### src/rtl/mbet_pkg.sv
// Shared types, constants and helpers for the Mandelbrot escape-time unit.
`default_nettype none

package mbet_pkg;

    // Fixed field widths
    localparam int VAL_W     = 32;              // z, c and origin values
    localparam int STEP_W    = 31;              // per-pixel step registers
    localparam int ITER_W    = 16;              // iteration counter
    localparam int PROD_FW   = 2 * VAL_W;       // full square/cross product
    localparam int SAT_W     = PROD_FW + 2;     // headroom before saturation
    localparam int CFG_IDX_W = 3;
    localparam int CFG_W     = 32;
    localparam int OUT_W     = ITER_W + 2 * VAL_W;

    // Parameter defaults
    localparam int DEF_COORD_BITS = 12;
    localparam int DEF_FRAC_BITS  = 27;

    // Register reset values
    localparam logic signed [VAL_W-1:0] RST_ORIGIN_RE = -32'sd268435456;
    localparam logic signed [VAL_W-1:0] RST_ORIGIN_IM = 32'sd134217728;
    localparam logic [STEP_W-1:0]       RST_STEP_RE   = 31'd262144;
    localparam logic [STEP_W-1:0]       RST_STEP_IM   = 31'd262144;
    localparam logic [ITER_W-1:0]       RST_MAX_ITER  = 16'd255;

    // Register indexes
    localparam logic [CFG_IDX_W-1:0] CFG_ORIGIN_RE = 3'd0;
    localparam logic [CFG_IDX_W-1:0] CFG_ORIGIN_IM = 3'd1;
    localparam logic [CFG_IDX_W-1:0] CFG_STEP_RE   = 3'd2;
    localparam logic [CFG_IDX_W-1:0] CFG_STEP_IM   = 3'd3;
    localparam logic [CFG_IDX_W-1:0] CFG_MAX_ITER  = 3'd4;

    typedef enum logic [1:0] {
        ST_IDLE,
        ST_SEED,
        ST_MUL,
        ST_EVAL
    } t_state;

    typedef struct packed {
        logic load;     // capture pixel, form coordinate products
        logic seed;     // form c, clear z and count
        logic mul;      // register squares and cross product of z
        logic step;     // write new z, advance count
        logic publish;  // load the result word
    } t_dp_cmd;

    typedef struct packed {
        logic escaped;
        logic at_limit;
    } t_dp_sts;

    // Clamp a wide signed value to the signed range of VAL_W bits.
    function automatic logic signed [VAL_W-1:0] sat_val(input logic signed [SAT_W-1:0] v);
        logic signed [VAL_W-1:0] r;
        if (!v[SAT_W-1] && (|v[SAT_W-2:VAL_W-1])) begin
            r = {1'b0, {(VAL_W-1){1'b1}}};
        end else if (v[SAT_W-1] && !(&v[SAT_W-2:VAL_W-1])) begin
            r = {1'b1, {(VAL_W-1){1'b0}}};
        end else begin
            r = v[VAL_W-1:0];
        end
        return r;
    endfunction

endpackage

`default_nettype wire

### src/rtl/mbet_ctrl.sv
// Sequencer for the escape-time unit: handshakes and datapath commands.
`default_nettype none

module mbet_ctrl (
    input  wire logic             i_clk,
    input  wire logic             i_rst_n,
    input  wire logic             i_in_valid,
    output logic                  o_in_ready,
    output logic                  o_out_valid,
    input  wire logic             i_out_ready,
    input  wire mbet_pkg::t_dp_sts i_sts,
    output mbet_pkg::t_dp_cmd     o_cmd
);
    import mbet_pkg::*;

    t_state r_state, n_state;
    logic   r_out_valid, n_out_valid;
    logic   w_out_take;
    logic   w_done;

    assign w_out_take  = r_out_valid && i_out_ready;
    assign w_done      = i_sts.escaped || i_sts.at_limit;
    assign o_in_ready  = (r_state == ST_IDLE);
    assign o_out_valid = r_out_valid;

    always_ff @(posedge i_clk) begin
        if (!i_rst_n) begin
            r_state     <= ST_IDLE;
            r_out_valid <= 1'b0;
        end else begin
            r_state     <= n_state;
            r_out_valid <= n_out_valid;
        end
    end

    always_comb begin
        n_state     = r_state;
        n_out_valid = r_out_valid && !w_out_take;
        o_cmd       = '0;
        unique case (r_state)
            ST_IDLE: begin
                if (i_in_valid) begin
                    o_cmd.load = 1'b1;
                    n_state    = ST_SEED;
                end
            end
            ST_SEED: begin
                o_cmd.seed = 1'b1;
                n_state    = ST_MUL;
            end
            ST_MUL: begin
                o_cmd.mul = 1'b1;
                n_state   = ST_EVAL;
            end
            ST_EVAL: begin
                if (w_done) begin
                    // hold until the result register is free
                    if (!r_out_valid || w_out_take) begin
                        o_cmd.publish = 1'b1;
                        n_out_valid   = 1'b1;
                        n_state       = ST_IDLE;
                    end
                end else begin
                    o_cmd.step = 1'b1;
                    n_state    = ST_MUL;
                end
            end
            default: n_state = ST_IDLE;
        endcase
    end

endmodule

`default_nettype wire

### config.mk
export PLATFORM = sky130hd
export DESIGN_NAME = mbet_ctrl
export DESIGN_NICKNAME = d
export VERILOG_FILES = /design/src/rtl/mbet_pkg.sv /design/src/rtl/mbet_ctrl.sv
export SDC_FILE = /design/constraint.sdc
export NUM_CORES = 1
export LEC_CHECK = 0
export BUFFER_PORTS_ARGS = -buffer_cell sky130_fd_sc_hd__buf_4
export CAP_MARGIN = 15
export CORE_AREA = 2 2 39 41
export CTS_BUF_LIST = sky130_fd_sc_hd__clkbuf_8
export CTS_CLUSTER_DIAMETER = 30
export DETAILED_ROUTE_END_ITERATION = 10
export DIE_AREA = 0 0 41 43
export GPL_TIMING_DRIVEN = 0
export SLEW_MARGIN = 10
export SYNTH_ARGS = -nofsm -noshare
export SYNTH_HDL_FRONTEND = slang
export SYNTH_SLANG_ARGS = --single-unit
### constraint.sdc
create_clock -name i_clk -period 1.9 [get_ports i_clk]
set_input_delay 0.095 -clock i_clk [delete_from_list [all_inputs] [get_ports i_clk]]
set_output_delay 0.095 -clock i_clk [all_outputs]
set_load 0.05 [all_outputs]
[Word-level counts from Yosys, hierarchy flattened]
Index checks and enable logic that the tools add are counted.
Storage, ports and cells
  logic and storage cells: 30
  bits in registers: 3
  output and inout port bits: 7
  input bits: 6
Operators by class
  reduce and logical (&&, ||, !) cells: 8
  eq/ne operators: 5
  mux-type cells: 15
Operators by type and width (number)
  $mux 1: 10
  $mux 2: 4
  $pmux 2 s4: 1
  $eq 2x2->1 const B: 2
  $ne 3x3->1 const B: 1
  $eq 2x1->1 const B: 1
  $logic_and 1x1->1: 2
  $logic_not 1->1: 2
  $logic_not 2->1: 1
  $logic_or 1x1->1: 2
  $ne 2x2->1 const B: 1
  $reduce_and 2->1: 1

[Logic depth before layout (Yosys ltp)]
  word-level depth: 6
  mapped depth: 2
  depth with buffers taken out: 2

[Least setup slack after synthesis]
Ideal clock, no wire load.
  path kind: register -> output
  start: register r_state[0]
  end: output port o_cmd[4] in the netlist's numbering
  cell stages (with the launch flop): 3
  path slack: 0.232 ns
  data required time: 1.805 ns
  data arrival time: 1.573 ns
  buffers on the path: 0
  cells stage by stage: dfxtp_1 > nor2_1 > and2_1
RTL lines
  from (decl): line mbet_ctrl.sv:16  | t_state r_state, n_state;
  from (signal assigned): line mbet_ctrl.sv:31  | r_state <= n_state;
  to (decl): line mbet_ctrl.sv:12  | output mbet_pkg::t_dp_cmd o_cmd

==> impl_metrics.env <==
export IMPL_crit_type="reg -> out"
export IMPL_worst_setup_path_end_kind="output pin"
export IMPL_core_area_sq_um=1380
export IMPL_yosysWarnings=0
export IMPL_syn_cell_area_sq_um=165
export IMPL_port_buffers=12
export IMPL_htreeDepth=1
export IMPL_cts_resized_gates=0
export IMPL_synth_seq_cells=3
export IMPL_leakage_nw=0.152
export IMPL_globalRouteTotalUtil_pct=6.51
export IMPL_rsz0062_at_grt="no"
export IMPL_synth_area_leaders="dfxtp_1, and2b_2, o211ai_2"
export IMPL_cap_violations=0
export IMPL_ios=13
export IMPL_routed_top_layer="met3"
export IMPL_pwr_share_comb_pct=22.5
export IMPL_fin_crit_ns=1.23
export IMPL_antenna_cells=0
export IMPL_die_area_sq_um=1760
export IMPL_dp_hpwl_um=315
export IMPL_antenna_found_initial=0
export IMPL_cp_slowest_cell="dfxtp_1"
export IMPL_synth_top_area_share_pct=36.4
export IMPL_clk_latency_ns=0.22
export IMPL_grt_pass1_vias=140
export IMPL_wl_met3_um=46
export IMPL_status="complete, no violations"
export IMPL_drive_above_1_share_pct=51.4
export IMPL_holdBufCountCts=0
export IMPL_cts_made_buffers=3
export IMPL_area_growth_pct=93.9
export IMPL_grt_first_pass_wirelength_um=586
export IMPL_start_util_pct=11.9
export IMPL_route_layer_met1_wl_um=191
export IMPL_crit_chain="o211ai_2 -> nor2_1 -> buf_4"
export IMPL_finalWirelength_um=430
export IMPL_cts_sinks=3
export IMPL_cts_root_buf="clkbuf_8"
export IMPL_ys_seq_area_share_pct=36.4
export IMPL_fin_nets=42
export IMPL_power_frac_clock_pct=55.0
export IMPL_grt_max_degree=8
export IMPL_die_h_um=43
export IMPL_wl_per_cell_um=8.43
export IMPL_whs_ns=0.148
export IMPL_finalMaxSlewViolations=0
export IMPL_route_met2_wl_um=192
export IMPL_cp_max_fo=7
export IMPL_switching_share_pct=29.6
export IMPL_fin_crit_sh_pct=64.9
export IMPL_fmax_mhz=811
export IMPL_ys_types=14
export IMPL_clock_skew_ns=0.00467
export IMPL_overflow=0
export IMPL_post_cts_buffers=0
export IMPL_vias=186
export IMPL_avgSynthCellArea_sq_um=8.69
export IMPL_ant_nets=0
export IMPL_clock_path_buffers=2
export IMPL_cpPeakStageDelay_ns=0.44
export IMPL_fillers=160
export IMPL_relSlewSlack_pct=84.4
export IMPL_total_power_uw=332
export IMPL_worst_pin_slew_ns=0.234
export IMPL_crit_arrival_ns=1.14
export IMPL_crit_required_ns=1.80
export IMPL_ir_drop_uv=259
export IMPL_finalSetupViolCount=0
export IMPL_synthCells=19
export IMPL_cts_tree="done"
export IMPL_worst_r2r_setup_slack_ns=0.97
export IMPL_power_net_switching_uw=98.1
export IMPL_clkTransAtPathRegs_ns=0.03
export IMPL_die_x_um=41
export IMPL_post_route_drc_count=0
export IMPL_yosys_area_top_type="dfxtp_1"
export IMPL_via_per_inst=3.65
export IMPL_internal_power_uw=233
export IMPL_syn_nets=25
export IMPL_row_count=14
export IMPL_dr_pass1_iters=3
export IMPL_fin_setup_tns_ns=0
export IMPL_gp_congestion=0.748
export IMPL_power_density_nw_per_um2=1040
export IMPL_hold_violations=0
export IMPL_hp_class="in -> reg"
export IMPL_seq_power_share_pct=22.5
export IMPL_cp_start_kind="register"
export IMPL_drt_iter0_drc=3
[flip-flops by register name, indices dropped and copies added (netlist names)]
name	cells
o_out_valid	1
r_state	2
[path summary, 6_finish.rpt]
path	start	to	cells after the start
min reg2reg	o_out_valid$_SDFF_PN0_	o_out_valid$_SDFF_PN0_	2
min	i_rst_n	o_out_valid$_SDFF_PN0_	3
max	r_state[1]$_SDFFE_PN0P_	o_cmd[0]	3
max reg2reg	r_state[1]$_SDFFE_PN0P_	r_state[1]$_SDFFE_PN0P_	2
[synth_stat cells, drive strengths merged]
cell,n
a21oi,1
and2,1
and2b,2
dfxtp,3
inv,1
nand2,1
nand2b,1
nand3b,1
nor2,3
nor2b,1
nor3,1
o211ai,1
o221a,1
o32ai,1
[final cells by class]
cell class	instances	area, sq um	area share, %
tap	16	20.0	6.25
multi-input combinational	15	101	31.6
timing repair buffer	12	90.1	28.1
sequential	3	60.1	18.8
clock buffer	3	41.3	12.9
clock inverter	1	3.75	1.17
inverter	1	3.75	1.17
[power by group through the flow]
stage	clock [mW]	sequential (mW)	combinational, mW
after global routing	0.199	0.0757	0.0786
after CTS	0.189	0.0744	0.0755
final	0.182	0.0745	0.0747
after detailed placement	0	0.0753	0.0755
after global placement	0	0.0752	0.0751
after floorplan	0	0.0753	0.0480
[layout by cell type, fill, tap and decap left out]
cell type,netlist,final
a21oi_1,1,1
and2_1,1,1
and2b_2,2,2
buf_4,0,12
clkbuf_8,0,3
dfxtp_1,3,3
inv_1,1,2
nand2_1,1,1
nand2b_1,1,1
nand3b_1,1,1
nor2_1,3,3
nor2b_1,1,1
nor3_1,1,1
o211ai_2,1,1
o221a_1,1,1
o32ai_1,1,1
[through the flow]
stage	utilization [%]	std cells	cell area, sq um	setup WS [ns]
2_1_floorplan	-	19	165	0.232
3_3_place_gp	19.9	47	275	0.886
3_5_place_dp	19.9	47	275	0.885
4_1_cts	23.1	51	320	0.652
5_1_grt	23.1	51	320	0.582
6_report	23.1	51	320	0.667
[cells by family (layout without fill, tap and decap cells)]
logic type	count (synthesis)	count (layout)	synth area share, %
and+or+nand+nor	11	11	38.6
DFF	3	3	36.4
AOI/OAI and AO/OA	4	4	22.7
buffers and inverters	1	17	2.27
[worst max-delay path, delay by kind of cell (launching register included)]
| family | cells | cell delay (ns) |
|---|---|---|
| flip-flops | 1 | 0.44 |
| buffers and inverters | 1 | 0.20 |
| AO/OA/AOI/OAI | 1 | 0.16 |
| AND/OR/NAND/NOR | 1 | 0.12 |
[per-layer routing]
layer  global-route usage, %  vias up
met2                    6.25        8
met5                       0        -
met3                    7.85        0
li1                        -       99
met1                    5.75       79
met4                    8.00        0
Power figures use the tool's default switching activity.
